### src/design/dae_pkg.sv
// Shared types and constants for the DNS A-record address extractor.
// No dependencies; imported by every module of the block.
package dae_pkg;

   // Fixed section sizes of a DNS response, in bytes
   localparam logic [15:0] HEADER_BYTES = 16'd12;
   localparam logic [15:0] QTAIL_BYTES  = 16'd4;
   localparam logic [15:0] RRFIX_BYTES  = 16'd12;
   localparam logic [15:0] ADDR_BYTES   = 16'd4;

   // Byte offsets inside the fixed part of a resource record
   localparam logic [15:0] RR_TC_FIRST  = 16'd2;
   localparam logic [15:0] RR_TC_LAST   = 16'd5;
   localparam logic [15:0] RR_LEN_FIRST = 16'd10;

   // Type A (1), class IN (1)
   localparam logic [31:0] TYPE_CLASS_A_IN = 32'h0001_0001;

   typedef enum logic [2:0] {
      PH_HEADER = 3'd0,
      PH_QLEN   = 3'd1,
      PH_QLABEL = 3'd2,
      PH_QTAIL  = 3'd3,
      PH_RRFIX  = 3'd4,
      PH_RRDATA = 3'd5,
      PH_DONE   = 3'd6
   } phase_type;

   typedef struct packed {
      logic [7:0] data_byte;
      logic       last_byte;
   } req_beat_type;

   typedef struct packed {
      logic        found;
      logic [31:0] ip_address;
   } rsp_beat_type;

endpackage

### src/design/dae_in_skid.sv
// Two-entry input buffer for request beats; stall is driven from a register.
// Depends on dae_pkg.
module dae_in_skid (
   input  logic                  clock,
   input  logic                  reset,
   input  logic                  req_valid,
   output logic                  req_stall,
   input  dae_pkg::req_beat_type req_beat,
   output logic                  head_valid,
   output dae_pkg::req_beat_type head_beat,
   input  logic                  head_pop
);
   import dae_pkg::*;

   logic         main_valid_ff, main_valid_in;
   logic         skid_valid_ff, skid_valid_in;
   req_beat_type main_beat_ff, main_beat_in;
   req_beat_type skid_beat_ff, skid_beat_in;
   logic         accept;

   assign req_stall  = skid_valid_ff;
   assign accept     = req_valid && !skid_valid_ff;
   assign head_valid = main_valid_ff;
   assign head_beat  = main_beat_ff;

   always_comb begin
      main_valid_in = main_valid_ff;
      main_beat_in  = main_beat_ff;
      skid_valid_in = skid_valid_ff;
      skid_beat_in  = skid_beat_ff;
      if (head_pop || !main_valid_ff) begin
         // main slot frees up: refill from skid first, else from the port
         main_valid_in = skid_valid_ff || accept;
         main_beat_in  = skid_valid_ff ? skid_beat_ff : req_beat;
         skid_valid_in = 1'b0;
      end else if (accept) begin
         skid_valid_in = 1'b1;
         skid_beat_in  = req_beat;
      end
   end

   always_ff @(posedge clock) begin
      if (reset) begin
         main_valid_ff <= 1'b0;
         skid_valid_ff <= 1'b0;
      end else begin
         main_valid_ff <= main_valid_in;
         skid_valid_ff <= skid_valid_in;
      end
      main_beat_ff <= main_beat_in;
      skid_beat_ff <= skid_beat_in;
   end

endmodule

### src/design/dae_parser.sv
// Byte-wise DNS response walker: phase, counters and captured record fields.
// Depends on dae_pkg.
module dae_parser (
   input  logic                  clock,
   input  logic                  reset,
   input  logic                  head_valid,
   input  dae_pkg::req_beat_type head_beat,
   input  logic                  advance,
   output logic                  head_pop,
   output logic                  result_valid,
   output dae_pkg::rsp_beat_type result_beat
);
   import dae_pkg::*;

   phase_type   phase_ff, phase_in;
   logic [15:0] count_ff, count_in;
   logic [31:0] tc_ff, tc_in;
   logic [15:0] len_ff, len_in;
   logic [31:0] addr_ff, addr_in;
   logic        found_ff, found_in;
   logic [15:0] count_inc;
   logic        match;
   logic [7:0]  b;

   assign b            = head_beat.data_byte;
   assign head_pop     = head_valid && advance;
   assign result_valid = head_pop && head_beat.last_byte;
   assign count_inc    = count_ff + 16'd1;
   assign match        = (tc_ff == TYPE_CLASS_A_IN) && (len_ff == ADDR_BYTES);

   always_comb begin
      phase_in = phase_ff;
      count_in = count_ff;
      tc_in    = tc_ff;
      len_in   = len_ff;
      addr_in  = addr_ff;
      found_in = found_ff;
      unique case (phase_ff)
         PH_HEADER: begin
            count_in = count_inc;
            if (count_inc >= HEADER_BYTES) begin
               count_in = 16'd0;
               phase_in = PH_QLEN;
            end
         end
         PH_QLEN: begin
            count_in = 16'd0;
            if (b == 8'd0) begin
               phase_in = PH_QTAIL;
            end else begin
               len_in   = {8'd0, b};
               phase_in = PH_QLABEL;
            end
         end
         PH_QLABEL: begin
            count_in = count_inc;
            if (count_inc >= len_ff) begin
               count_in = 16'd0;
               phase_in = PH_QLEN;
            end
         end
         PH_QTAIL: begin
            count_in = count_inc;
            if (count_inc >= QTAIL_BYTES) begin
               count_in = 16'd0;
               tc_in    = 32'd0;
               len_in   = 16'd0;
               phase_in = PH_RRFIX;
            end
         end
         PH_RRFIX: begin
            if (count_ff >= RR_TC_FIRST && count_ff <= RR_TC_LAST) begin
               tc_in = {tc_ff[23:0], b};
            end else if (count_ff >= RR_LEN_FIRST) begin
               len_in = {len_ff[7:0], b};
            end
            count_in = count_inc;
            if (count_inc >= RRFIX_BYTES) begin
               count_in = 16'd0;
               addr_in  = 32'd0;
               if (len_in == 16'd0) begin
                  // empty data: next record header follows directly
                  tc_in = 32'd0;
               end else begin
                  phase_in = PH_RRDATA;
               end
            end
         end
         PH_RRDATA: begin
            if (match) begin
               addr_in = {addr_ff[23:0], b};
            end
            count_in = count_inc;
            if (count_inc >= len_ff) begin
               count_in = 16'd0;
               if (match) begin
                  found_in = 1'b1;
                  phase_in = PH_DONE;
               end else begin
                  tc_in    = 32'd0;
                  len_in   = 16'd0;
                  phase_in = PH_RRFIX;
               end
            end
         end
         default: ; // done or unused code: byte ignored
      endcase
   end

   always_comb begin
      result_beat.found      = found_in;
      result_beat.ip_address = found_in ? addr_in : 32'd0;
   end

   always_ff @(posedge clock) begin
      if (reset || result_valid) begin
         phase_ff <= PH_HEADER;
         count_ff <= 16'd0;
         tc_ff    <= 32'd0;
         len_ff   <= 16'd0;
         addr_ff  <= 32'd0;
         found_ff <= 1'b0;
      end else if (head_pop) begin
         phase_ff <= phase_in;
         count_ff <= count_in;
         tc_ff    <= tc_in;
         len_ff   <= len_in;
         addr_ff  <= addr_in;
         found_ff <= found_in;
      end
   end

endmodule

### src/design/dae_rsp_reg.sv
// Result register for the response channel; frees when the sink takes it.
// Depends on dae_pkg.
module dae_rsp_reg (
   input  logic                  clock,
   input  logic                  reset,
   input  logic                  load,
   input  dae_pkg::rsp_beat_type load_beat,
   output logic                  free,
   output logic                  rsp_valid,
   input  logic                  rsp_stall,
   output dae_pkg::rsp_beat_type rsp_beat
);
   import dae_pkg::*;

   logic         valid_ff, valid_in;
   rsp_beat_type beat_ff, beat_in;

   assign free      = !valid_ff || !rsp_stall;
   assign rsp_valid = valid_ff;
   assign rsp_beat  = beat_ff;

   always_comb begin
      valid_in = valid_ff && rsp_stall;
      beat_in  = beat_ff;
      if (load) begin
         valid_in = 1'b1;
         beat_in  = load_beat;
      end
   end

   always_ff @(posedge clock) begin
      if (reset) begin
         valid_ff <= 1'b0;
      end else begin
         valid_ff <= valid_in;
      end
      beat_ff <= beat_in;
   end

endmodule

### src/design/dns_answer_ipv4_extract.sv
// Top level of the DNS response A-record address extractor.
// Depends on dae_pkg, dae_in_skid, dae_parser, dae_rsp_reg.
//
//   channel | direction | handshake             | beat
//   req_    | in        | req_valid / req_stall | data_byte, last_byte
//   rsp_    | out       | rsp_valid / rsp_stall | found, ip_address
//
// One byte is consumed per cycle while the result register is free; the
// parse step is a single pass of short logic between the input buffer
// and the result register, which raises rsp_valid after each last byte.
// Synchronous active-high reset empties both buffers and returns the
// parser to the header phase; the parser also rearms after each last byte.
// req_stall comes from a register (skid slot full); rsp_stall only pauses
// the parser while the result register is still held.
module dns_answer_ipv4_extract (
   input  logic                  clock,
   input  logic                  reset,
   input  logic                  req_valid,
   output logic                  req_stall,
   input  dae_pkg::req_beat_type req_beat,
   output logic                  rsp_valid,
   input  logic                  rsp_stall,
   output dae_pkg::rsp_beat_type rsp_beat
);
   import dae_pkg::*;

   logic         head_valid;
   req_beat_type head_beat;
   logic         head_pop;
   logic         out_free;
   logic         result_valid;
   rsp_beat_type result_beat;

   // input buffer: holds up to two beats so stall can be registered
   dae_in_skid u_in_skid (
      .clock      (clock),
      .reset      (reset),
      .req_valid  (req_valid),
      .req_stall  (req_stall),
      .req_beat   (req_beat),
      .head_valid (head_valid),
      .head_beat  (head_beat),
      .head_pop   (head_pop)
   );

   // parser advances only while the result register can take a beat
   dae_parser u_parser (
      .clock        (clock),
      .reset        (reset),
      .head_valid   (head_valid),
      .head_beat    (head_beat),
      .advance      (out_free),
      .head_pop     (head_pop),
      .result_valid (result_valid),
      .result_beat  (result_beat)
   );

   dae_rsp_reg u_rsp_reg (
      .clock     (clock),
      .reset     (reset),
      .load      (result_valid),
      .load_beat (result_beat),
      .free      (out_free),
      .rsp_valid (rsp_valid),
      .rsp_stall (rsp_stall),
      .rsp_beat  (rsp_beat)
   );

endmodule

### config.mk
export PLATFORM = sky130hd
export DESIGN_NAME = dns_answer_ipv4_extract
export DESIGN_NICKNAME = d
export VERILOG_FILES = /design/src/design/dae_pkg.sv /design/src/design/dae_in_skid.sv /design/src/design/dae_parser.sv /design/src/design/dae_rsp_reg.sv /design/src/design/dns_answer_ipv4_extract.sv
export SDC_FILE = /design/constraint.sdc
export NUM_CORES = 1
export LEC_CHECK = 0
export ABC_AREA = 1
export BUFFER_PORTS_ARGS = -buffer_cell sky130_fd_sc_hd__buf_2
export CORE_UTILIZATION = 60
export CTS_BUF_LIST = sky130_fd_sc_hd__clkbuf_4
export DETAILED_ROUTE_END_ITERATION = 8
export HOLD_SLACK_MARGIN = 0.15
export PLACE_DENSITY = 0.79
export SLEW_MARGIN = 20
export SYNTH_ARGS = -nofsm -noshare
export SYNTH_HDL_FRONTEND = slang
export SYNTH_SLANG_ARGS = --single-unit
### constraint.sdc
create_clock -name clock -period 7.5 [get_ports clock]
set_clock_uncertainty 0.2 [all_clocks]
set_input_delay 1.5 -clock clock [delete_from_list [all_inputs] [get_ports clock]]
set_output_delay 1.5 -clock clock [all_outputs]
set_load 0.02 [all_outputs]
Word-level counts from Yosys, hierarchy flattened
Cells that the tools add are included.
Storage, ports and cells
  flip-flop bits (word level): 154
  input port bits: 13
  word-level logic and storage cells: 103
Operators by class
  add/subtract/negate cells: 1
  $lt $le $gt $ge: 6
  equality and inequality tests: 15
  multiplexer cells: 36
  bitwise operators: 1
  reduce and logical (&&, ||, !) cells: 29
Operators with widths (count)
  2-to-1 mux 32 bit: 8
  2-to-1 mux 16 bit: 10
  one-hot mux 16 bit (4 select lines): 2
  one-hot mux 32 bit (3 select lines): 1
  one-hot mux 32 bit (2 select lines): 1
  == test 32 x 17 -> 1 bit, second input constant: 1
  greater-or-equal comparator 16 x 4 -> 1 bit, second input constant: 2
  2-to-1 mux 3 bit: 6
  one-hot mux 3 bit (6 select lines): 1
  adder 16 x 1 -> 16 bit, second input constant: 1
  == test 16 x 3 -> 1 bit, second input constant: 1
  greater-or-equal comparator 16 bit: 1
  greater-or-equal comparator 16 x 2 -> 1 bit, second input constant: 1
  greater-or-equal comparator 16 x 3 -> 1 bit, second input constant: 1
  <= comparator 16 x 3 -> 1 bit, second input constant: 1
  logical NOT 16 bit: 1
  != test 2 x 1 -> 1 bit, second input constant: 5
  2-to-1 mux 9 bit: 1
  logical NOT 8 bit: 1
  AND reduction 8 bit: 1
  nonzero test 4 bit: 2
  == test 3 x 2 -> 1 bit, second input constant: 2
  == test 3 bit, second input constant: 2
  logical AND 1 bit: 6
  other kinds (14): 29

Longest topological paths before layout
Gate-level depths: netlist (run 1).
  depth in word-level cells: 8
  gate-level depth with buffers: 24
  gate-level depth less buffers: 22

Cells and area by module
From an unflattened synthesis (run 1), not the netlist that was laid out.
Second synthesis, totals
  cell total of the unflattened synthesis: 1318
  area total of the unflattened synthesis: 9170.0 um^2
Modules (own cells, without submodules)
  dae_parser: times used 1, cells each 1222, area an instance 7400.8 um^2, sequential area each 2001.9 um^2
  dae_rsp_reg: times used 1, cells each 37, area an instance 1029.7 um^2, sequential area each 1011.0 um^2
  dae_in_skid: times used 1, cells each 59, area an instance 739.5 um^2, sequential area each 580.6 um^2

Worst setup path before layout (run 1)
Ideal clock, no wire load.
  path type: input port to flip-flop
  start: in rsp_stall
  end: reg u_rsp_reg.beat_ff (netlist bit u_rsp_reg.rsp_beat[0]) (enable)
  setup time: 424 ps
  arrival time: 3153 ps
  slack: 3723 ps
  stages: 3
  buffers on the path: 0
  cells stage by stage: nand2_1 nand2_1 nor2_1
Between the ends
  word-level cells in the longest chain between the ends: 4
Ends and longest elaborated chain
  from (decl): line dns_answer_ipv4_extract.sv:22  | input logic rsp_stall,
  logical NOT 1 bit: line dae_rsp_reg.sv:18  | assign free = !valid_ff || !rsp_stall;
  logical OR 1 bit: line dae_rsp_reg.sv:18
  logical AND 1 bit: line dae_parser.sv:26  | assign head_pop = head_valid && advance;
  logical AND 1 bit: line dae_parser.sv:27  | assign result_valid = head_pop && head_beat.last_byte;
  named net result_valid: line dns_answer_ipv4_extract.sv:31  | logic result_valid;
  to (signal assigned): line dae_rsp_reg.sv:37  | beat_ff <= beat_in;
  to (decl): line dae_rsp_reg.sv:16  | rsp_beat_type beat_ff, beat_in;
The timed path passes the listed nets, and every way through them passes these cells.
A chain may end at the register's enable or synchronous reset.

Worst setup path in the final report (run 1)
  start: reg u_parser.count_ff[1]
  end: reg u_rsp_reg.beat_ff (netlist bit u_rsp_reg.rsp_beat[18]), data pin
Between the ends
  word-level cells in the longest chain between the ends: 4
  elaborated cells between the ends (all ways): 7
Ends and longest elaborated chain
  from (decl): line dae_parser.sv:16  | logic [15:0] count_ff, count_in;
  from (signal assigned): line dae_parser.sv:125  | count_ff <= count_in;
  adder 16 x 1 -> 16 bit (*): line dae_parser.sv:28  | assign count_inc = count_ff + 16'd1;
  greater-or-equal comparator 16 x 4 -> 1 bit or greater-or-equal comparator 16 bit (tied branches): line dae_parser.sv:78, dae_parser.sv:94
  2-to-1 mux 32 bit or 2-to-1 mux 1 bit (tied branches): line dae_parser.sv:78, dae_parser.sv:94
  one-hot mux 32 bit (2 select lines) or 2-to-1 mux 1 bit (tied branches): line dae_parser.sv:38  | unique case (phase_ff)
Every way passes the cells marked *; elsewhere a longest branch is shown, timed or not.

==> results.md, run 1 <==
Routing:
- Summing over every cut layer, the via total after detailed routing is ~7600.
- For this run, design rule violations remaining after detail routing come to 0.
- Using the TritonRoute via totals, the vias-per-cell ratio works out to ~5.5.
- The first detailed-routing pass took 6 iterations.
- In this run the remaining antenna-violating nets after routing total 0.
- The final routed wirelength across all metal layers is roughly 19 mm.
- In this run, the number of DRC markers left after iteration 0 of detailed routing was between 700 and 800.
- The average wire per standard cell is between 10 and 15 um.

Min path:
- The tightest min-delay check is of the flip-flop to flip-flop type.

Clock tree:
- After clock tree synthesis, the clock-pin slew on the worst setup and hold paths is around 0.13 ns.
- Post-CTS repair changed the size of 0 cells.
- The CTS tree is built.
- The buffer levels on the longest clock path is 2.
- The count of hold-fix buffers inserted at cts is 0.
- The cell sitting at the root of the clock tree is a sky130_fd_sc_hd__clkbuf_4.
- The H-tree was split into 4 levels.
- For the worst-skew pair, the clock arrives at the later sink with an insertion delay of about 0.56 ns.
- Post-CTS timing repair inserted 0 buffers for setup.
- Counting every sink on the clock net gives between 150 and 200.
- Clock tree synthesis inserted a total of 17 buffers.

Timing:
- The total setup violations reported at the end of the flow is 0.
- The number of hold violations in the final report is 0.
- The worst hold margin is roughly 0.28 ns.
- The final count of pins violating max slew is 0.
- Summed over all failing endpoints, the final setup total negative slack is 0 ns.
- Based on the critical path, the design can be clocked at up to between 0.2 and 0.3 GHz.
- Subtracting the final worst setup slack from the clock period gives between 3 and 4 ns.
- Measured against its own limit, the worst slew margin works out to 0.302.
- At the pin with the least slew margin, the transition time is 1.05 ns.
- Once routing completed, OpenROAD measured the worst setup slack at around 3.5 ns.
- Of the available clock period, the critical path in the final layout requires 0.533.
- Setup repair after global routing left no endpoint under its margin.

Critical path:
- STA puts the critical path data required time at between 7 and 8 ns.
- The cell type with the highest occurrence count on the critical path is sky130_fd_sc_hd__nand2_1.
- The category of the worst setup path capture point is a flip-flop.
- The arrival time at the worst endpoint is between 4 and 5 ns.
- The class of the most critical setup path is flip-flop to flip-flop.
- The maximum net fanout on the critical path is 18.
- The signal on the critical path passes through ha_1 -> nand2_1 -> nor2_4 -> nand2_1 -> o21bai_1 -> nand2_1 -> inv_1 -> ha_1 -> nand2_1 -> inv_1 -> a221oi_1 -> nand3_1 -> a21oi_2 -> buf_4 -> nor2_1.
- The kind of cell with the highest combined delay on the critical path is compound AO/OA/AOI/OAI gates.
- The cell with the largest stage delay on the worst path is sky130_fd_sc_hd__a21oi_2.
- STA classifies the critical path startpoint as a flip-flop.
- The stage delay of the slowest cell on the critical path is 0.66 ns.
- The total buffers and inverters traversed by the critical path is 3.

Layout:
- The area growth from synthesis to layout is 5.91%.
- At the end of the flow the core is filled with cells to 0.660.
- The number of nets in the layout is ~1200.
- The number of fill cells in the layout is ~1200.
- The share of post-route cells with drive strength above 1 is 0.183.
- The final cell count without fillers is 1390.

Yosys:
- The async set-or-reset flop fraction in the synthesized netlist is 0.
- The synthesized design contains roughly 150 register bits.
- The cell area after synthesis is ~9000 um2.
- The most frequent cell after synthesis is sky130_fd_sc_hd__nand2_1.
- The area share of the largest cell type after synthesis is 0.235.
- The number of distinct standard cells referenced by the synthesized netlist is 39.
- Of all cell types, the one taking the most synthesized area is sky130_fd_sc_hd__dfxtp_1.
- The share of the Yosys chip area taken by registers is 0.409.
- In the synthesized netlist, the number of instances is between 1000 and 1500.
- The average footprint of a synthesized cell is between 7 and 8 um2.
- Sorting the synthesized cells by area gives the leading types as sky130_fd_sc_hd__dfxtp_1, sky130_fd_sc_hd__edfxtp_1, sky130_fd_sc_hd__nand2_1.
- Ranked by instance count, the synthesized netlist is headed by sky130_fd_sc_hd__nand2_1, sky130_fd_sc_hd__inv_1, sky130_fd_sc_hd__nor2_1, sky130_fd_sc_hd__dfxtp_1, sky130_fd_sc_hd__nand3_1.
- The number of enable flip-flop cells after synthesis is a little over 50.
- The count of yosys warnings during synthesis is 0.
- The most used flip-flop cell after synthesis is sky130_fd_sc_hd__dfxtp_1.
- The synthesized net count is approximately 1200.

Global route:
- For met3 alone, demand over resource in global routing was 0.0355.
- Entering global routing, the biggest net connects 65 pins.
- The number of antenna violations at the first check in global routing was 1.
- The met1 routing resource usage after global routing is 0.370.
- The global routing met2 resource utilization is 0.410.
- The most used routing layer in global routing is met2.
- Across every metal layer, demand over resource in global routing totals 0.265.
- The residual overflow from global routing is 0.
- The via count of the first global-routing pass was 6642.
- The first global-routing pass estimated about 32 mm of wire.

Die:
- The placement row count is between 40 and 50.
- 48 I/O pins were placed.
- The standard cell core area is 14100 um2.
- The floorplan step set the die height to 123 um.
- For this configuration, the core starts out at a cell density of 0.623.
- The floorplan die area is around 15000 um2.
- The floorplan step set the die width to roughly 120 um.

Placed design:
- Routability-driven placement finished with a final weighted congestion of about 0.85.
- Once placement completed, the tool counted placed cells totaling ~1400.
- The number of port buffers is 47.
- Timing analysis after detailed placement gives a worst setup slack of around 3.3 ns.
- The wire-length estimate of the detail-placed layout is about 13 mm.

Power and ir drop:
- In this run the power density over the cells is between 150 and 200 nW/um2.
- The worst-case IR drop observed on VDD is between 0.0002 and 0.00025 V.
- Summed over all cells, the static leakage comes to between 3 and 4 nW.

Run status:
- The flow ran to the end, and the final reports show no timing, DRC or antenna violations.

Job:
- Max-cap violations in this run came to 0.
-- placed cells by master, fill, tap and decap left out, types with 5 or more instances in the layout --
master                     instances
sky130_fd_sc_hd__o21ai_0          47
sky130_fd_sc_hd__a211oi_1         10
sky130_fd_sc_hd__nor2_1          118
sky130_fd_sc_hd__a21oi_1          73
sky130_fd_sc_hd__inv_1           157
sky130_fd_sc_hd__buf_4            10
sky130_fd_sc_hd__dfxtp_1         103
sky130_fd_sc_hd__nand2_1         207
sky130_fd_sc_hd__or2_2            22
sky130_fd_sc_hd__a21o_1           34
sky130_fd_sc_hd__nand2_2          14
sky130_fd_sc_hd__nand4_1          22
sky130_fd_sc_hd__mux2_2            9
sky130_fd_sc_hd__clkbuf_4         17
sky130_fd_sc_hd__buf_2            47
sky130_fd_sc_hd__a22oi_1          32
sky130_fd_sc_hd__edfxtp_1         51
sky130_fd_sc_hd__ha_1             19
sky130_fd_sc_hd__o21ai_1           9
sky130_fd_sc_hd__nand3_2          25
sky130_fd_sc_hd__nand3_1          85
sky130_fd_sc_hd__inv_2            37
sky130_fd_sc_hd__nor4_1            5
sky130_fd_sc_hd__nor2_2           12
sky130_fd_sc_hd__nor3_1            7
-- final timing paths --
check	startpoint	endpoint	slack, ns	cells after the start
worst max-delay path	u_parser.count_ff[1]$_SDFFE_PP0P_	u_rsp_reg.rsp_beat[18]$_SDFFCE_PN0P_	3.50	15
worst min-delay path	u_parser.tc_ff[31]$_SDFFE_PP0P_	u_parser.tc_ff[31]$_SDFFE_PP0P_	0.28	2
worst max register to register	u_parser.count_ff[1]$_SDFFE_PP0P_	u_rsp_reg.rsp_beat[18]$_SDFFCE_PN0P_	3.50	15
worst min register to register	u_parser.tc_ff[31]$_SDFFE_PP0P_	u_parser.tc_ff[31]$_SDFFE_PP0P_	0.28	2
-- logic make-up (layout without fill, tap and decap cells) --
family          after synthesis  in the layout  share of synthesized area
simple gates                528            528                      0.287
buf+inv                     256            286                      0.120
compound gates              212            212                      0.144
flops                       154            154                      0.409
fa+ha+maj                    19             19                     0.0271
mux                           9              9                     0.0115
xor+xnor                      1              1                   0.000997
other cells                   0              1                          0
-- area by class of cell --
cell class,instances,area [um2],share of cell area
clock buffers,17,128,0.0137
diodes,1,2.50,0.000269
multi-input cells,769,4160,0.447
well taps,180,225,0.0242
clock inverters,15,143,0.0153
flip-flops and latches,154,3590,0.386
inverters,197,742,0.0797
repair buffers,57,310,0.0334
-- flip-flops by register name (all words and copies together), names as in the netlist --
name / cells
u_rsp_reg.rsp_valid: 1
u_parser.addr_ff: 32
u_in_skid.head_beat: 9
u_parser.count_ff: 16
u_in_skid.req_stall: 1
u_parser.found_ff: 1
u_parser.tc_ff: 32
u_rsp_reg.rsp_beat: 33
u_in_skid.skid_beat_ff: 9
u_in_skid.head_valid: 1
u_parser.phase_ff: 3
u_parser.len_ff: 16
-- worst register-to-register path, cell delays in order (launching register included) --
cell and delay [ns]:
sky130_fd_sc_hd__dfxtp_1 0.52, sky130_fd_sc_hd__ha_1 0.29, sky130_fd_sc_hd__nand2_1 0.11, sky130_fd_sc_hd__nor2_4 0.19
sky130_fd_sc_hd__nand2_1 0.10, sky130_fd_sc_hd__o21bai_1 0.14, sky130_fd_sc_hd__nand2_1 0.08, sky130_fd_sc_hd__inv_1 0.11
sky130_fd_sc_hd__ha_1 0.25, sky130_fd_sc_hd__nand2_1 0.06, sky130_fd_sc_hd__inv_1 0.05, sky130_fd_sc_hd__a221oi_1 0.33
sky130_fd_sc_hd__nand3_1 0.23, sky130_fd_sc_hd__a21oi_2 0.66, sky130_fd_sc_hd__buf_4 0.36, sky130_fd_sc_hd__nor2_1 0.09
-- report_power, final --
group	leakage, nW	internal (W)	switching (W)
clock network	0.139	0.000170	0.000316
logic	2.58	0.0000336	0.0000641
registers	1.27	0.000881	0.0000152
-- layer usage --
metal | vias to the layer above | share of wire
met5 | - | 0
met4 | 0 | 0.029
met3 | 47 | 0.058
met2 | 236 | 0.45
met1 | 3454 | 0.47
li1 | 3880 | -
-- per-stage QoR --
stage	cell area (um2)	total power, W
final	9300	0.00148
after global routing	9300	0.00154
after CTS	9300	0.00149
after detailed placement	9030	0.00101
after global placement	9030	0.00101
after floorplan	8780	0.000981
Power figures use the tool's default switching activity.
==> run 2, diff against run 1 <==
--- a/config.mk
+++ b/config.mk
@@ -7,7 +7,7 @@
 export LEC_CHECK = 0
 export ABC_AREA = 1
 export BUFFER_PORTS_ARGS = -buffer_cell sky130_fd_sc_hd__buf_2
-export CORE_UTILIZATION = 60
+export CORE_UTILIZATION = 58
 export CTS_BUF_LIST = sky130_fd_sc_hd__clkbuf_4
 export DETAILED_ROUTE_END_ITERATION = 8
 export HOLD_SLACK_MARGIN = 0.15
==> constraint.sdc (replaced) <==
create_clock -name clock -period 3.54 [get_ports clock]
set_clock_uncertainty 0.2 [all_clocks]
set_input_delay 0.708 -clock clock [delete_from_list [all_inputs] [get_ports clock]]
set_output_delay 0.708 -clock clock [all_outputs]
set_load 0.02 [all_outputs]
==> run 2 against run 1 <==
Clock power is 140% higher. Setup slack got worse by 3.2 ns. Critical path depth grew 5. Cell count rose by 2.2%. Fmax up 23%. Hold slack worse by 0.035 ns. Global-route usage increased by 0.20 points. Core utilization grew 0.15 points. Sequential power up 110%. Non-clock buffer count rose by 26. Final area rose by 4.1%.
==> results.md, run 2 (synthesized netlist as in run 1, its figures left out) <==
Timing:
- Setup violations remaining at the end of the flow were counted as 0.
- For the pin with the worst max-slew slack, the measured transition is between 0.6 and 0.7 ns.
- The tightest slew margin relative to the limit is 0.593.
- The number of hold violations in the final report is 0.
- Setup repair after global routing left no endpoint under its margin.
- The worst hold margin is around 0.24 ns.
- The highest attainable clock frequency is 0.307 GHz.
- The total negative setup slack is 0 ns.
- The final clock period utilization by the worst path is 0.920.
- The final count of pins violating max slew is 0.
- The routed design could run at a clock period as short as between 3 and 4 ns.

Critical path:
- Walking the worst path, the cells encountered are buf_4 -> nand2_1 -> nor2_2 -> nand2_1 -> nor2_1 -> nand2_1 -> nand2_1 -> inv_1 -> ha_1 -> nand2_1 -> inv_1 -> a221oi_2 -> inv_1 -> a21oi_2 -> nand3_2 -> nand2_4 -> clkinv_8 -> buf_4 -> nand3_1 -> a21oi_1.
- The cell type with the highest occurrence count on the critical path is sky130_fd_sc_hd__nand2_1.
- The cell with the largest stage delay on the worst path is sky130_fd_sc_hd__dfxtp_2.
- The critical path is of the flip-flop to flip-flop type.
- For the worst setup path, the data arrival time is 3.50 ns.
- The stage delay of the slowest cell on the critical path is roughly 0.38 ns.
- STA classifies the critical path endpoint as a flip-flop.
- At the worst endpoint, the required time is 3.78 ns.
- The startpoint class of the critical path is a flip-flop.
- The maximum net fanout on the critical path is 16.

Routing:
- The detailed-router iteration count before antenna repair is 5.
- The number of remaining DRC errors is 0.
- The detailed router finished its first iteration with 580 violations.
- Dividing the detail-routed wire length by the instance count gives ~14 um.
- The total number of vias is about 7600.
- Wires add up to approximately 20 mm.
- The routed via count divided by cell count is between 5 and 6.
- The number of nets with antenna violations after routing is 0.

Die:
- The floorplan has 44 rows.
- The number of ports placed on the die boundary is 48.
- In this run the vertical extent of the chip is 125 um.
- The die covers ~16000 um2.
- The standard cell core area is 14600 um2.
- The initial standard-cell utilization of the core is 0.600.
- The die is 125 um wide.

Clock tree:
- The clock transition at the registers of the reported paths is ~0.15 ns.
- The number of buffers inserted to repair setup after CTS is 0.
- The number of H-tree levels is 4.
- For this design, the sink count on the clock tree is between 150 and 200.
- The buffer levels on the longest clock path is 2.
- The root buffer cell chosen for the clock tree is sky130_fd_sc_hd__clkbuf_4.
- The clock buffer count from CTS is 17.
- The later-pin clock latency in the skew report is roughly 0.56 ns.
- TritonCTS built the clock tree.

Layout:
- The share of post-route cells with drive strength above 1 is 0.204.
- The top cell types in the final layout, fill and taps aside, are sky130_fd_sc_hd__nand2_1, sky130_fd_sc_hd__inv_1, sky130_fd_sc_hd__nor2_1.
- The most common cell after layout, fill and taps aside is sky130_fd_sc_hd__nand2_1.
- The area growth from synthesis to layout is 10.3%.
- The register with the most flip-flops in the layout has 33 of them.
- Measured on the finished design, the core utilization comes to 0.662.
- After the flow finishes, the layout carries non-filler instances totaling 1421.
- The number of nets in the layout is between 1000 and 1500.

Job:
- Across the run, the number of max-cap violations was 0.

Power and ir drop:
- The power density over cell area is 340 nW/um2.
- The largest voltage drop on the vdd net is around 0.00037 V.
- Summed over all cells, the static leakage comes to around 4.2 nW.

Global route:
- The total routing resource utilization after global routing is 0.267.
- The number of antenna violations at the first check in global routing is 1.
- The first-pass GRT wire length is ~34 mm.
- The maximum number of pins on one net before global-route repair is 65.
- After global routing the overflow that remains totals 0.
- The via count of the first global-routing pass was between 6000 and 7000.

Placed design:
- The wire-length estimate of the detail-placed layout is 13.8 mm.
- The final RePlAce weighted congestion is between 0.9 and 1.
- The total instance count after detailed placement is about 1400.
- The number of port buffers is 47.

Min path:
- The worst min-delay path class is input port to flip-flop.

Run status:
- The run finished with clean final reports.
## run 2: cell count changes in the layout (fill, tap and decap cells not counted), sizes merged
cell / delta
buf: +16
dlygate4sd3: +10
clkinv: -3
clkinvlp: -2
inv: +4
bufinv: +1
clkbuf: +1
## run 2: where the power goes
| part | leakage, nW | switching, W | internal (W) | total [W] |
|---|---|---|---|---|
| sequential | 1.28 | 0.0000318 | 0.00187 | 0.00190 |
| combinational | 2.74 | 0.000143 | 0.0000840 | 0.000227 |
| clock | 0.166 | 0.000705 | 0.000459 | 0.00116 |
## run 2: timing repair
item                                    4_1_cts  5_1_grt
endpoints found under the hold margin        11        0
hold buffers                                 10        0
endpoints found under the setup margin        0       40
resized for setup                             0       18
## run 2: area by class of cell
class / count / area [um2]
sequential: 154 / 3610
fill: 1231 / 4960
antenna: 1 / 2.50
multi-input combinational: 769 / 4180
tap: 184 / 230
clock inverter: 14 / 176
timing repair buffer: 83 / 593
clock buffer: 18 / 135
timing repair inverter: 1 / 8.76
inverter: 197 / 752
## run 2: layer usage
layer | vias to the layer above | track usage | part of all wire
met5 | - | 0 | 0
li1 | 3936 | - | -
met2 | 214 | 0.432 | 0.48
met1 | 3447 | 0.361 | 0.45
met3 | 25 | 0.0599 | 0.059
met4 | 0 | 0.0732 | 0.015
## run 2: critical path: cells and delay by family (launching register included)
kind	cells	cell delay (ns)
buffers and inverters	6	0.67
AOI/OAI and AO/OA	3	0.51
and+or+nand+nor	10	1.03
adders and majority gates	1	0.31
DFF	1	0.38
## run 2: through the flow
stage,worst slack [ns],area (um2),power [W]
final,0.283,9690,0.00329
after global routing,0.0107,9690,0.00341
after CTS,0.212,9630,0.00331
after detailed placement,0.242,9220,0.00215
after global placement,0.369,9220,0.00215
after floorplan,0.555,8780,0.00208
## run 2: worst paths after layout
check,cells after the start,startpoint,slack [ns],endpoint
worst min-delay path,3,req_valid,0.24,u_in_skid.head_valid$_SDFFE_PP0P_
worst max register to register,20,u_parser.count_ff[1]$_SDFFE_PP0P_,0.28,u_parser.tc_ff[21]$_SDFFE_PP0P_
worst max-delay path,20,u_parser.count_ff[1]$_SDFFE_PP0P_,0.28,u_parser.tc_ff[21]$_SDFFE_PP0P_
worst min register to register,2,u_parser.tc_ff[31]$_SDFFE_PP0P_,0.29,u_parser.tc_ff[31]$_SDFFE_PP0P_
==> run 3, diff against run 2 <==
--- a/config.mk
+++ b/config.mk
@@ -7,11 +7,11 @@
 export LEC_CHECK = 0
 export ABC_AREA = 1
 export BUFFER_PORTS_ARGS = -buffer_cell sky130_fd_sc_hd__buf_2
-export CORE_UTILIZATION = 58
+export CORE_UTILIZATION = 50
 export CTS_BUF_LIST = sky130_fd_sc_hd__clkbuf_4
 export DETAILED_ROUTE_END_ITERATION = 8
 export HOLD_SLACK_MARGIN = 0.15
-export PLACE_DENSITY = 0.79
+export PLACE_DENSITY = 0.7
 export SLEW_MARGIN = 20
 export SYNTH_ARGS = -nofsm -noshare
 export SYNTH_HDL_FRONTEND = slang
==> run 3 against run 2 <==
Power down 2.7%. Fmax up 1.6%. Highest routed layer unchanged. Combinational power down 2%. Largest cell class unchanged. Critical path type unchanged. Final area down 0.39%. Register-to-register slack better by 0.05 ns. Non-clock buffer count down 1. Global-route usage down 3.4 points. Count of clock-buffer cells in the layout unchanged. Sequential power about the same. Clock power down 7%. Core utilization down 10 points. Setup slack better by 0.052 ns.
==> results.md, run 3 (synthesized netlist as in run 1, its figures left out) <==
Timing:
- The slew at the pin closest to its max-slew limit is approximately 0.76 ns.
- Derived from the worst setup path, the maximum achievable clock frequency is between 0.3 and 0.4 GHz.
- The number of hold violations in the final report was 0.
- The total setup violations reported at the end of the flow is 0.
- The setup slack of the critical path after layout is approximately 0.33 ns.
- Summed over all failing endpoints, the final setup total negative slack is 0 ns.
- The clock period minus worst slack is ~3.2 ns.
- Headroom to the max-slew limit came out at 0.493.
- The final clock period utilization by the worst path is 0.905.
- The final count of pins violating max slew is 0.

Critical path:
- The worst setup path is launched from a flip-flop.
- The path depth of the worst reg2reg path is 20.
- Together, buffers and inverters on the worst path number 5.
- The slowest stage of the critical path belongs to the cell sky130_fd_sc_hd__dfxtp_1.
- In this design, the stage delay of the slowest critical-path cell is ~0.40 ns.
- The worst setup path is of the flip-flop to flip-flop kind.
- In this run the worst path has a maximum fanout of 25.
- In this run the critical register-to-register path is captured at u_parser.len_ff[11]$_SDFFE_PP0P_.
- The signal on the critical path passes through ha_1 -> nand2_1 -> nor2_4 -> nand2_1 -> o21bai_1 -> nand2_1 -> inv_1 -> ha_1 -> nand2_1 -> inv_1 -> a221oi_2 -> inv_1 -> a21oi_2 -> nand3_2 -> nand2_2 -> inv_6 -> buf_12 -> nand3_1 -> nand2_1 -> nor2_1.
- The most numerous cell type found on the critical path is sky130_fd_sc_hd__nand2_1.
- For the worst setup path, the data required time is a little under 4 ns.
- The origin of the critical flop-to-flop path is u_parser.count_ff[1]$_SDFFE_PP0P_.
- The category of the worst setup path capture point is a flip-flop.
- STA puts the critical path data arrival time at 3.51 ns.
- The reg2reg setup slack is 0.33 ns.
- The kind of cell with the highest combined delay along the critical path is simple AND/OR/NAND/NOR gates.

Global route:
- The first global-routing pass estimated 33.8 mm of wire.
- For met2 alone, demand over resource in global routing was 0.384.
- For this run the aggregate overflow at the end of global routing stands at 0.
- In this run the most used layer during global routing was met2.
- The number of antenna violations at the first check in global routing is 1.
- The total routing resource utilization after global routing is 0.233.
- The via count of the first global-routing pass is around 7000.
- The met1 routing resource usage after global routing is 0.312.
- The global routing met3 resource utilization is 0.0447.
- The maximum number of pins on one net before global-route repair is 65.

Layout:
- The final core area utilization is 0.560.
- The final cell count without fillers is approximately 1500.
- Of the cells placed in the final design, the portion with a size suffix greater than 1 is 0.194.
- Counting the fill cells in the layout gives about 1600.
- The area growth from synthesis to layout is 9.86%.
- After the last flow step, the layout net total stands at 1253.
- The library cells used most frequently in the layout, excluding fill and tap cells, are sky130_fd_sc_hd__nand2_1, sky130_fd_sc_hd__inv_1, sky130_fd_sc_hd__nor2_1.
- The flip-flop count of the largest register after layout is 33.
- The most common cell after layout, fill and taps aside is sky130_fd_sc_hd__nand2_1.

Clock tree:
- The clock buffer count from CTS is 17.
- The clock drives ~150 sinks.
- TritonCTS built the clock tree.
- The number of setup buffers added after CTS is 0.
- After clock tree synthesis, the clock-pin slew on the worst setup and hold paths is around 0.15 ns.
- The clock root buffer master is sky130_fd_sc_hd__clkbuf_4.
- CTS built an H-tree with a depth of 4.
- The clock passes through at most 2 buffers.
- The later-pin clock latency in the skew report is approximately 0.57 ns.

Routing:
- The detailed-router iteration count before antenna repair is 5.
- In this run, the number of DRC markers left after iteration 0 of detailed routing was between 600 and 700.
- The routed via count divided by cell count is a little over 5.
- The final routed wirelength across all metal layers is 20.4 mm.
- After detailed routing, the average wire length per cell comes to ~14 um.
- The number of remaining DRC errors is 0.
- The number of nets with antenna violations after routing is 0.
- The total number of vias is between 7000 and 8000.

Placed design:
- During placement, the flow inserted port buffers numbering 47.
- The final RePlAce weighted congestion is 0.861.
- The HPWL after detailed placement is ~14 mm.
- The setup slack after placement is ~0.21 ns.
- The total instance count after detailed placement is 1417.

Min path:
- The tightest min-delay check is of the input port to flip-flop type.
- For hold timing, the worst endpoint is u_in_skid.head_valid$_SDFFE_PP0P_.
- Along the worst hold path, the cell count comes to 3.
- The worst hold path startpoint is req_valid.

Power and ir drop:
- The total power consumption of the routed design is between 0.003 and 0.004 W.
- The largest voltage drop on the vdd net is approximately 0.00037 V.
- In this run the static leakage power is approximately 4.2 nW.
- The power density over cell area is about 330 nW/um2.

Run status:
- The flow ran to the end, and the final reports show no timing, DRC or antenna violations.

Die:
- The die span in x is approximately 130 um.
- The floorplan die area is 18100 um2.
- The initial standard-cell utilization of the core is 0.510.
- The die is approximately 130 um tall.
- During I/O placement, the number of pins put on the boundary was 48.
- The placement row count is 48.
- The standard cell core area is 17200 um2.

Job:
- Max-cap violations in this run came to 0.
[run 3: cell types whose count changed in the layout (fill, tap and decap cells not counted), sizes merged]
cell      before  now
clkinv         5    3
inv          204  208
buf           73   72
bufinv         2    0
clkinvlp       1    0
[run 3: cell type report]
cell class	count	area, um2	share of cell area
Sequential cell	154	3600	0.373
Clock buffer	18	135	0.0140
Tap cell	225	282	0.0292
Timing Repair Buffer	82	573	0.0594
Antenna cell	1	2.50	0.000259
Clock inverter	14	143	0.0148
Inverter	197	744	0.0771
Multi-Input combinational cell	769	4180	0.433
[run 3: routing by layer]
layer  wire, um  share of wire
met4        338          0.017
met3        941          0.046
met1       9550           0.47
met5          0              0
met2       9570           0.47
[run 3: power by group]
part	total [W]	internal, W	switching (W)	leakage [nW]
Sequential	0.00190	0.00187	0.0000325	1.27
Combinational	0.000223	0.0000824	0.000140	2.73
Clock	0.00108	0.000334	0.000746	0.156
Total	0.00320	0.00228	0.000919	4.16
[run 3: per-stage QoR]
step | instance area, um2 | hold WS [ns]
2_1_floorplan | 8780 | 0.244
3_3_place_gp | 9250 | 0.254
3_5_place_dp | 9250 | 0.260
4_1_cts | 9630 | 0.169
5_1_grt | 9650 | 0.233
6_report | 9650 | 0.237
[run 3: timing repair]
item                                    in CTS  in global routing
hold endpoints to repair                    11                  0
endpoints found under the setup margin       0                 84
hold buffers                                10                  0
resized for setup                            0                  5
[run 3: how the worst max path moves through the flow]
stage / from / endpoint / slack [ns] / cells past startpoint
5_1_grt: u_parser.count_ff[1]$_SDFFE_PP0P_ / u_parser.tc_ff[8]$_SDFFE_PP0P_ / -0.003 / 20
4_1_cts: u_parser.count_ff[0]$_SDFFE_PP0P_ / u_parser.len_ff[5]$_SDFFE_PP0P_ / 0.18 / 20
6_report: u_parser.count_ff[1]$_SDFFE_PP0P_ / u_parser.len_ff[11]$_SDFFE_PP0P_ / 0.33 / 20
3_5_place_dp: u_parser.count_ff[0]$_SDFFE_PP0P_ / u_parser.len_ff[15]$_SDFFE_PP0P_ / 0.21 / 20
2_1_floorplan: rsp_stall / u_rsp_reg.rsp_beat[0]$_SDFFCE_PN0P_ / 0.56 / 3
3_3_place_gp: u_parser.count_ff[0]$_SDFFE_PP0P_ / u_parser.len_ff[15]$_SDFFE_PP0P_ / 0.32 / 20
[run 3: worst reg2reg max path, stage by stage (launching register included)]
cell and delay (ns):
sky130_fd_sc_hd__dfxtp_1 0.40, sky130_fd_sc_hd__ha_1 0.24, sky130_fd_sc_hd__nand2_1 0.11, sky130_fd_sc_hd__nor2_4 0.18, sky130_fd_sc_hd__nand2_1 0.09, sky130_fd_sc_hd__o21bai_1 0.15
sky130_fd_sc_hd__nand2_1 0.08, sky130_fd_sc_hd__inv_1 0.08, sky130_fd_sc_hd__ha_1 0.22, sky130_fd_sc_hd__nand2_1 0.06, sky130_fd_sc_hd__inv_1 0.06, sky130_fd_sc_hd__a221oi_2 0.28
sky130_fd_sc_hd__inv_1 0.08, sky130_fd_sc_hd__a21oi_2 0.19, sky130_fd_sc_hd__nand3_2 0.12, sky130_fd_sc_hd__nand2_2 0.12, sky130_fd_sc_hd__inv_6 0.09, sky130_fd_sc_hd__buf_12 0.18
sky130_fd_sc_hd__nand3_1 0.08, sky130_fd_sc_hd__nand2_1 0.05, sky130_fd_sc_hd__nor2_1 0.09
